$ cat src/hw/rtl/mhtq_pkg.sv
// shared types and constants for the min-heap timer queue
package mhtq_pkg;

   localparam int KEY_W       = 32;
   localparam int HDL_W       = 16;
   localparam int TIME_W      = 32;
   localparam int COUNT_OUT_W = 7;
   localparam int REQ_DATA_W  = 80;
   localparam int RSP_DATA_W  = 88;
   localparam int RSP_USER_W  = 2;

   // req_tuser codes
   localparam logic CMD_ADD = 1'b0;

   typedef struct packed {
      logic [KEY_W-1:0] key;
      logic [HDL_W-1:0] hdl;
   } entry_type;

   // controller to datapath
   typedef struct packed {
      logic accept;
      logic dispatch;
      logic up_step;
      logic up_cmp;
      logic chk_cmp;
      logic down_step;
      logic down_cmp;
      logic load_out;
   } dp_cmd_type;

   // datapath to controller
   typedef struct packed {
      logic is_add;
      logic full;
      logic empty;
      logic at_root;
      logic up_move;
      logic expired;
      logic leaf;
      logic down_move;
   } dp_status_type;

endpackage

$ cat src/hw/rtl/mhtq_ctrl.sv
// sequencing state machine for the timer heap
module mhtq_ctrl (
   input  logic                   clock,
   input  logic                   reset,
   input  logic                   req_tvalid,
   output logic                   req_tready,
   output logic                   rsp_tvalid,
   input  logic                   rsp_tready,
   output mhtq_pkg::dp_cmd_type    dp_cmd,
   input  mhtq_pkg::dp_status_type dp_status
);

   typedef enum logic [2:0] {
      S_IDLE,
      S_DISPATCH,
      S_UP_STEP,
      S_UP_CMP,
      S_CHK_CMP,
      S_DOWN_STEP,
      S_DOWN_CMP,
      S_RESP
   } state_type;

   state_type state_ff, state_in;
   logic      rsp_valid_ff, rsp_valid_in;
   logic      out_free;

   assign out_free   = !rsp_valid_ff || rsp_tready;
   assign req_tready = (state_ff == S_IDLE);
   assign rsp_tvalid = rsp_valid_ff;

   always_comb begin
      dp_cmd       = '0;
      state_in     = state_ff;
      rsp_valid_in = rsp_valid_ff && !rsp_tready;
      case (state_ff)
         S_IDLE: begin
            dp_cmd.accept = req_tvalid;
            if (req_tvalid) state_in = S_DISPATCH;
         end
         S_DISPATCH: begin
            dp_cmd.dispatch = 1'b1;
            if (dp_status.is_add) begin
               state_in = dp_status.full ? S_RESP : S_UP_STEP;
            end else begin
               state_in = dp_status.empty ? S_RESP : S_CHK_CMP;
            end
         end
         S_UP_STEP: begin
            dp_cmd.up_step = 1'b1;
            state_in = dp_status.at_root ? S_RESP : S_UP_CMP;
         end
         S_UP_CMP: begin
            dp_cmd.up_cmp = 1'b1;
            state_in = dp_status.up_move ? S_UP_STEP : S_RESP;
         end
         S_CHK_CMP: begin
            dp_cmd.chk_cmp = 1'b1;
            state_in = dp_status.expired ? S_DOWN_STEP : S_RESP;
         end
         S_DOWN_STEP: begin
            dp_cmd.down_step = 1'b1;
            state_in = dp_status.leaf ? S_RESP : S_DOWN_CMP;
         end
         S_DOWN_CMP: begin
            dp_cmd.down_cmp = 1'b1;
            state_in = dp_status.down_move ? S_DOWN_STEP : S_RESP;
         end
         S_RESP: begin
            // wait for the output register to free up
            dp_cmd.load_out = out_free;
            if (out_free) begin
               rsp_valid_in = 1'b1;
               state_in     = S_IDLE;
            end
         end
         default: begin
            state_in = S_IDLE;
         end
      endcase
   end

   always_ff @(posedge clock) begin
      if (reset) begin
         state_ff     <= S_IDLE;
         rsp_valid_ff <= 1'b0;
      end else begin
         state_ff     <= state_in;
         rsp_valid_ff <= rsp_valid_in;
      end
   end

endmodule

$ cat config.mk
export PLATFORM = sky130hd
export DESIGN_NAME = mhtq_ctrl
export DESIGN_NICKNAME = d
export VERILOG_FILES = /design/src/hw/rtl/mhtq_pkg.sv /design/src/hw/rtl/mhtq_ctrl.sv
export SDC_FILE = /design/constraint.sdc
export NUM_CORES = 1
export LEC_CHECK = 0
export ABC_AREA = 1
export BUFFER_PORTS_ARGS = -buffer_cell sky130_fd_sc_hd__buf_4
export CAP_MARGIN = 15
export CORE_AREA = 2 2 39 41
export DETAILED_ROUTE_END_ITERATION = 10
export DIE_AREA = 0 0 41 43
export HOLD_SLACK_MARGIN = 0.05
export PLACE_DENSITY = 0.57
export SYNTH_ARGS = -nofsm -noshare
export SYNTH_HDL_FRONTEND = slang
export SYNTH_SLANG_ARGS = --single-unit
export TNS_END_PERCENT = 30
$ cat constraint.sdc
create_clock -name clock -period 3.15 [get_ports clock]
set_input_delay 0.1575 -clock clock [delete_from_list [all_inputs] [get_ports clock]]
set_output_delay 0.1575 -clock clock [all_outputs]
set_load 0.05 [all_outputs]
After elaboration in Yosys (flattened, before gate mapping)
Index checks and enable logic that the tools add are counted.
Operators by class
  equal/unequal tests: 9
  muxes and demuxes: 21
  reduce and logical (&&, ||, !) cells: 6
Operators by type and width (number)
  $pmux 3 s8: 1
  $mux 3: 6
  $eq 3x3->1 const B: 4
  $mux 1: 11
  $eq 3x2->1 const B: 2
  $mux 2: 3
  $ne 2x2->1 const B: 2
  $eq 3x1->1 const B: 1
  $logic_not 3->1: 1
  $logic_not 1->1: 2
  $reduce_and 2->1: 1
  $logic_and 1x1->1: 1
  $logic_or 1x1->1: 1
Storage, ports and cells
  register bits after elaboration: 4
  input bits: 12
  output and inout port bits: 10
  word-level logic and storage cells: 38

Logic depth before layout (Yosys ltp)
Gate-level depths: netlist of run 1.
  depth after elaboration: 4
  mapped depth: 9

Least setup slack after synthesis of run 1
Ideal clock, no wire load.
  path type: register -> register
  start point: reg state_ff[0]
  end point: reg state_ff[0]
  library setup time: 0.064 ns
  data arrival time: 1.925 ns
  required time: 3.086 ns
  slack: 1.161 ns
  stages on the path, launching flop included: 8
  cell sequence: dfxtp_1 -> buf_6 -> inv_2 -> nor3_1 -> nand3_1 -> nand2_1 -> nor2_1 -> nor2_1
Between the ends
  word-level cells in the longest chain between the ends: 3
Ends and longest elaborated chain
  from (decl): RTL line mhtq_ctrl.sv:24  | state_type state_ff, state_in;
  from (signal assigned): RTL line mhtq_ctrl.sv:88  | state_ff <= state_in;
  $eq 3x3->1 / $logic_not 3->1 (equally long branches): RTL line mhtq_ctrl.sv:36  | case (state_ff)
  $ne 2x2->1 (no line)
  $reduce_and 2->1 (no line)
Several ways; a longest one is shown, not always the timed one.
A chain may end at the register's enable or synchronous reset.

==> flow_summary.toml, run 1 <==
[status]
status = "complete, no violations"

[synthesis]
yosys_warnings = 0
yosysTopAreaCell = "dfxtp_1"
synth_fa_ha_area_share_pct = 0
synth_top_area_share_pct = 21.40
synth.area.top_cells = "dfxtp_1 21%, inv_1 14%, nand2_1 12%, nor2_1 12%, nand3_1 11%"
synth.net_count = 78
synth.area.mux_share_pct = 0
netlist_area_sq_um = 374.1
seq_area_frac_synth_pct = 21.40
syn_area_per_cell_sq_um = 5.668
synthSimpleGateAreaFrac_pct = 51.17
synth_top_family_by_area = "simple AND/OR/NAND/NOR gates"
synth_cell_types = 15
syn_inst = 66
synth_compound_area_share_pct = 4.682
synth-seq-cells = 4
yosys.area_share.xor_xnor_pct = 0

[pwr]
p_per_area_nw_per_um2 = 955.2
vdd_drop_max_mv = 0.3188
p_leak_nw = 0.3315
design_power_total_mw = 0.5271

[clock_network]
clkLatencyLatePin_ns = 0.23
clockRootBuffer = "clkbuf_4"
cts-buffers-inserted = 3
clk_pin_slew_ns = 0.04
post_cts_buffers = 0
cts.path.max_buffers = 2
cts_tree = "built"
cts_hold_buf = 0
htree_levels = 1
cts_sinks = 4
cts_resized = 0

[setup_path]
path_depth = 3
r2r_end = "state_ff[0]"
crit_end = "dp_cmd[6]"
path_class = "register to output port"
crit_arrival_ns = 1.30
reg2reg_from = "state_ff[1]"
cp_max_fo = 8
r2r_slack_ns = 1.93
worst-path-buf-inv = 2
startpoint = "state_ff[0]"
critPathCaptureType = "output port"
crit_path_top_delay_cell = "dfxtp_1"
cp_top_family = "flip-flops"
cp-start-kind = "register"
max_stage_delay_ns = 0.50
crit_chain = "inv_2 -> nor3_1 -> buf_4"
worstRegToRegCells = 7
crit_required_ns = 2.99

[finish]
syn_to_final_growth_pct = 47.49
nFillCells = 165
antenna_cells = 0
regArea_sq_um = 80.08
multi_input_area_sq_um = 209.0
drive_above_1_share_pct = 32.95
finalNonFillerCells = 104
layout.nets = 102
design_area_sq_um = 551.8
final_core_util_pct = 39.87

[placed_design]
io_buffers = 21
dp_cells = 101
dp_hpwl_microns = 754.2
gp_congestion = 0.7792
placed_area_sq_um = 529.3
pre_cts_ws_ns = 1.944

[detailed_routing]
wl_per_cell_microns = 8.625
routed_wl_microns = 897
drtAntennaViolNets = 0
first_pass_iters = 3
drc_errors = 0
vias = 447
vias_per_cell = 4.298
first_iter_violations = 4

[sta]
rsz0062_at_grt = "no"
tns_ns = 0
tightest_slew_ns = 0.3588
relSlewSlack_pct = 76.05
fin_crit_sh_pct = 46.31
setup_viol = 0
finalCriticalPeriod_ns = 1.459
worst_slack_ns = 1.691
hold_viol_final = 0
max_clock_freq_mhz = 685.5
clock_skew_ns = 0.001028
holdWs_ns = 0.1005
slew_violations = 0

[floorplan]
ios = 22
fp.dieArea_sq_um = 1763
initial_core_util_pct = 27.03
core_sq_um = 1384
dieHeight_microns = 43
die_width_microns = 41
fp-row-count = 14

[global_route]
grt_max_degree = 11
antenna_found_initial = 0
grt_pass1_vias = 400
grt_pass1_wl_microns = 1497
grt_overflow = 0
grtUsageTotal_pct = 12.56

[job]
maxCapViolations = 0

[min_path]
hold_class = "primary input to register"
-- worst reg2reg max path, stage by stage (launching register included) --
cell and delay, ns:
dfxtp_1 0.52, inv_1 0.10, nand3_1 0.10, inv_1 0.06, nand2_1 0.06, nand3_1 0.07
nor2_1 0.14, nor2_1 0.05
-- placed cells by master (no fill, tap or decap) --
master,instances
buf_4,21
inv_1,14
nor2_1,12
nand2_1,12
nand3_1,8
nor3_1,4
dfxtp_1,4
clkbuf_4,3
nand4_1,2
a21oi_1,2
nand2_4,1
inv_4,1
inv_2,1
nor2_4,1
nand2_2,1
o21a_1,1
-- cell type report --
type                    instances  area share [%]
flip-flops and latches          4           14.51
well taps                      16           3.628
multi-input cells              44           37.87
inverters                      16           11.34
clock buffers                   3           4.082
repair buffers                 21           28.57
-- sequential cells by signal, indices dropped and copies added, names as in the netlist --
signal / count
rsp_tvalid: 1
state_ff: 3
-- logic make-up (layout without fill, tap and decap cells) --
family | after synthesis | in the layout
and+or+nand+nor | 41 | 41
buffers and inverters | 18 | 40
AOI/OAI and AO/OA | 3 | 3
DFF | 4 | 4
-- cell usage after synthesis --
library cell and number:
inv_1 14, nand2_1 12, nor2_1 12, nand3_1 8, dfxtp_1 4, nor3_1 4, a21oi_1 2, buf_6 2
nand4_1 2, inv_2 1, inv_4 1, nand2_2 1, nand2_4 1, nor2_4 1, o21a_1 1
-- worst min path at each step --
stage / startpoint / end / depth (start not counted)
5_1_grt: reset / state_ff[1] / 2
3_3_place_gp: reset / state_ff[1] / 2
2_1_floorplan: reset / state_ff[1] / 1
6_report: reset / state_ff[1] / 2
3_5_place_dp: reset / state_ff[1] / 2
4_1_cts: reset / state_ff[1] / 2
-- metal layers --
| layer | share of wire [%] | vias up | GRT usage, % |
|---|---|---|---|
| met4 | 0.67 | 0 | 8.000 |
| met3 | 8.6 | 2 | 3.141 |
| met1 | 46 | 183 | 15.81 |
| met5 | 0 | - | 0 |
| met2 | 44 | 16 | 18.13 |
| li1 | - | 246 | - |
-- power breakdown --
part,total [mW],internal (mW),switching [mW]
clock network,0.0622,0.0425,0.0197
logic,0.353,0.108,0.246
registers,0.112,0.0683,0.0433
total,0.527,0.219,0.308
Power figures use the tool's default switching activity.
==> inputs of run 2 (changes only) <==
PLACE_DENSITY = 0.59   (was 0.57)
clock period = 1.33 ns   (was 3.15 ns; I/O delays follow)
==> run 2 against run 1 <==
  * Clock skew hardly changed
  * Final cell count is 0.96% higher
  * Sequential share of layout area is 0.17 points lower
  * Final area is 5.9% higher
  * Via count is 1.6% higher
  * Die area stayed put
  * Clock-buffer cell count stayed put
  * Register-to-register slack worse by 1.7 ns
  * Critical endpoint is now dp_cmd[1]
  * Utilization is 2.4 points higher
  * Total power is 140% higher
  * First-iteration DRC count is 100% higher
==> flow_summary.toml, run 2 (synthesis results as in run 1) <==
[min_path]
hold_class = "primary input to register"
hold_depth = 5

[floorplan]
ios = 22
dieHeight_microns = 43
fp-row-count = 14
die_width_microns = 41
initial_core_util_pct = 27.03
fp.dieArea_sq_um = 1763
core_sq_um = 1384

[placed_design]
dp_cells = 101
gp_congestion = 0.8309
dp_hpwl_microns = 731.8
pre_cts_ws_ns = 0.1560
io_buffers = 21
placed_area_sq_um = 539.3

[finish]
top_register = "state_ff"
largest_reg_flops = 3
regArea_sq_um = 83.83
drive_above_1_share_pct = 40.45
layout_commonest_cell = "buf_4"
nFillCells = 143
design_area_sq_um = 584.3
multi_input_area_sq_um = 224.0
final_cell_mix = "20 x buf_4, 14 x inv_1, 12 x nand2_1"
antenna_cells = 0
layout.nets = 103
syn_to_final_growth_pct = 56.19
finalNonFillerCells = 105
final_core_util_pct = 42.22

[clock_network]
clockRootBuffer = "clkbuf_4"
cts.path.max_buffers = 2
cts_sinks = 4
clkLatencyLatePin_ns = 0.23
post_cts_buffers = 0
cts_tree = "built"
cts-buffers-inserted = 3
htree_levels = 1
clk_pin_slew_ns = 0.04

[status]
status = "complete, no violations"

[setup_path]
crit_required_ns = 1.26
path_class = "register to output port"
critPathCaptureType = "output port"
crit_arrival_ns = 1.15
cp_max_fo = 9
worstRegToRegCells = 6
cp-start-kind = "register"

[pwr]
design_power_total_mw = 1.291
p_int_mw = 0.5473
p_leak_nw = 0.3409
seqPwrFrac_pct = 22.0
clkPwrFrac_pct = 11.5
switching_share_pct = 57.59
comb_power_share_pct = 66.6
p_switching_mw = 0.7432
vdd_drop_max_mv = 1.139
p_per_area_nw_per_um2 = 2209

[detailed_routing]
drc_errors = 0
drtAntennaViolNets = 0
routed_wl_microns = 893
vias = 454
first_iter_violations = 8
wl_per_cell_microns = 8.505
vias_per_cell = 4.324
first_pass_iters = 2

[sta]
slew_violations = 0
finalCriticalPeriod_ns = 1.215
clock_skew_ns = 0.001341
fin_crit_sh_pct = 91.39
rsz0062_at_grt = "no"
max_clock_freq_mhz = 822.7
worst_slack_ns = 0.1145
holdWs_ns = 0.1588
setup_viol = 0
tightest_slew_ns = 0.2677
relSlewSlack_pct = 82.08
hold_viol_final = 0
tns_ns = 0

[global_route]
grt_pass1_wl_microns = 1600
grt_pass1_vias = 408
grt_overflow = 0
antenna_found_initial = 0
grt_max_degree = 11
grtUsageTotal_pct = 13.15

[job]
maxCapViolations = 0
run 2: final cells by class:
cell class                      count  share of cell area (%)
Timing Repair Buffer               22                   29.34
Clock buffer                        3                   3.854
Inverter                           16                   10.71
Sequential cell                     4                   14.35
Tap cell                           16                   3.426
Multi-Input combinational cell     44                   38.33
run 2: worst paths after layout:
kind,startpoint,endpoint,slack [ns]
hold / removal,dp_status[1],state_ff[0],0.16
setup reg to reg,state_ff[1],state_ff[2],0.27
hold reg to reg,state_ff[2],state_ff[2],0.53
setup / recovery,state_ff[1],dp_cmd[1],0.11
run 2: power by group through the flow:
stage | Sequential, mW | Clock, mW | Combinational, mW
floorplan | 0.204 | 0 | 0.735
global placement | 0.272 | 0 | 0.844
detailed placement | 0.276 | 0 | 0.841
CTS | 0.281 | 0.152 | 0.846
global route | 0.300 | 0.169 | 0.944
finish | 0.284 | 0.148 | 0.859
run 2: layer usage:
metal	up-vias	global-route usage (%)	wire, microns
met3	2	3.141	69
met2	17	19.38	413
met4	0	8.000	10
li1	248	-	-
met5	-	0	0
met1	187	16.40	399
run 2: timing repair:
| action | 4_1_cts | 5_1_grt |
|---|---|---|
| endpoints found under the hold margin | 2 | 0 |
| hold buffers | 1 | 0 |
| setup endpoints to repair | 3 | 6 |
| resized for setup | 2 | 4 |
| pin swaps | 0 | 1 |
run 2: critical path: stages, from the launching register on:
cell and delay, ns:
dfxtp_2 0.43, inv_1 0.08, nor3_1 0.18, buf_4 0.22
==> inputs of run 3 (changes only) <==
CTS_CLUSTER_SIZE = 28   (was unset)
clock period = 1.1 ns   (was 1.33 ns; I/O delays follow)
==> run 3 against run 2 <==
  * The run now ends with negative setup slack left
  * Wire length grew 34%
  * Final cell count grew 11%
  * First-iteration DRC count shrank 63%
  * Sequential power grew 31%
==> flow_summary.toml, run 3 (synthesis results as in run 1) <==
[finish]
design_area_sq_um = 844.6
final_cell_mix = "19 x buf_4, 11 x inv_1, 11 x buf_6"
layout_commonest_cell = "buf_4"
syn_to_final_growth_pct = 125.8
layout.nets = 115
nFillCells = 140
antenna_cells = 0
drive_above_1_share_pct = 62.38
top_register = "state_ff"
largest_reg_flops = 3

[clock_network]
clockRootBuffer = "clkbuf_4"
htree_levels = 1
clkLatencyLatePin_ns = 0.23
clk_pin_slew_ns = 0.04
cts_tree = "built"
cts-buffers-inserted = 3
cts.path.max_buffers = 2
cts_sinks = 4

[setup_path]
crit_arrival_ns = 1.13
reg2reg_from = "state_ff[1]"
path_class = "register to output port"
worstRegToRegCells = 6
r2r_slack_ns = -0.02
cp_max_fo = 4
critPathCaptureType = "output port"
cp-start-kind = "register"
crit_required_ns = 1.04
r2r_end = "state_ff[0]"
startpoint = "state_ff[1]"
crit_end = "dp_cmd[1]"

[detailed_routing]
drc_errors = 0
first_iter_violations = 3
vias = 522
wl_per_cell_microns = 10.26
first_pass_iters = 4
routed_wl_microns = 1201
drtAntennaViolNets = 0
vias_per_cell = 4.462

[placed_design]
io_buffers = 21
pre_cts_ws_ns = -0.05441
gp_congestion = 0.7720
placed_area_sq_um = 658.1
dp_hpwl_microns = 877.2

[floorplan]
ios = 22
fp-row-count = 14
die_width_microns = 41
core_sq_um = 1384
fp.dieArea_sq_um = 1763
dieHeight_microns = 43
initial_core_util_pct = 27.03

[pwr]
vdd_drop_max_mv = 1.604
p_leak_nw = 0.4199
p_per_area_nw_per_um2 = 2752

[global_route]
grtUsageTotal_pct = 15.08
antenna_found_initial = 0
grt_overflow = 0
grt_pass1_vias = 499
grt_pass1_wl_microns = 1828
grt_max_degree = 8

[sta]
clock_skew_ns = 0.002930
relSlewSlack_pct = 85.41
slew_violations = 0
worst_slack_ns = -0.08249
finalCriticalPeriod_ns = 1.182
max_clock_freq_mhz = 845.7
tightest_slew_ns = 0.2186
setup_viol = 8
hold_viol_final = 0
rsz0062_at_grt = "yes"
fin_crit_sh_pct = 107.5

[status]
violations = "negative setup slack"
status = "complete, but fails checks"

[job]
maxCapViolations = 0

[min_path]
hold_class = "primary input to register"
## run 3: layout make-up
type | count | area [sq um] | share of cell area, %
Inverter | 16 | 76.32 | 9.037
Tap cell | 16 | 20.02 | 2.370
Clock buffer | 3 | 22.52 | 2.667
Sequential cell | 4 | 92.59 | 10.96
Timing Repair Buffer | 34 | 326.6 | 38.67
Multi-Input combinational cell | 44 | 306.5 | 36.30
## run 3: how the worst min path moves through the flow
stage,startpoint,endpoint,depth (start not counted)
5_1_grt,rsp_tready,state_ff[1],4
3_3_place_gp,reset,state_ff[2],2
2_1_floorplan,reset,state_ff[2],1
6_report,dp_status[1],state_ff[0],5
4_1_cts,rsp_tready,state_ff[1],4
3_5_place_dp,reset,state_ff[2],2
## run 3: per-layer routing
metal  track usage, %  wire, microns
met3            3.141             58
met5                0              0
met1            16.13            470
met2            26.56            654
met4            6.000             17
## run 3: critical path: stages, from the launching register on
cell	delay (ns)
dfxtp_4	0.40
inv_4	0.05
buf_6	0.11
nor3_4	0.16
buf_6	0.18
## run 3: stage by stage
stage | hold WS (ns) | utilization (%) | setup TNS, ns | power [mW] | cells
2_1_floorplan | 0.1167 | - | -0.4117 | 1.285 | 66
3_3_place_gp | 0.2274 | 47.56 | -0.03839 | 1.648 | 109
3_5_place_dp | 0.2282 | 47.56 | -0.07833 | 1.658 | 109
4_1_cts | 0.1269 | 58.05 | -0.5479 | 2.192 | 117
5_1_grt | 0.1786 | 61.03 | -0.8971 | 2.458 | 117
6_report | 0.1553 | 61.03 | -0.4851 | 2.324 | 117
## run 3: power by group
group,switching (mW),leakage (nW),internal [mW]
logic,0.998,0.371,0.775
clock network,0.0577,0.0138,0.122
registers,0.145,0.0353,0.227
total,1.20,0.420,1.12
## run 3: what timing repair did
item | CTS | global route
pin swaps | 3 | 4
resized for setup | 24 | 12
hold endpoints to repair | 2 | 0
buffers inserted | 5 | 0
hold buffers | 1 | 0
setup endpoints to repair | 12 | 11
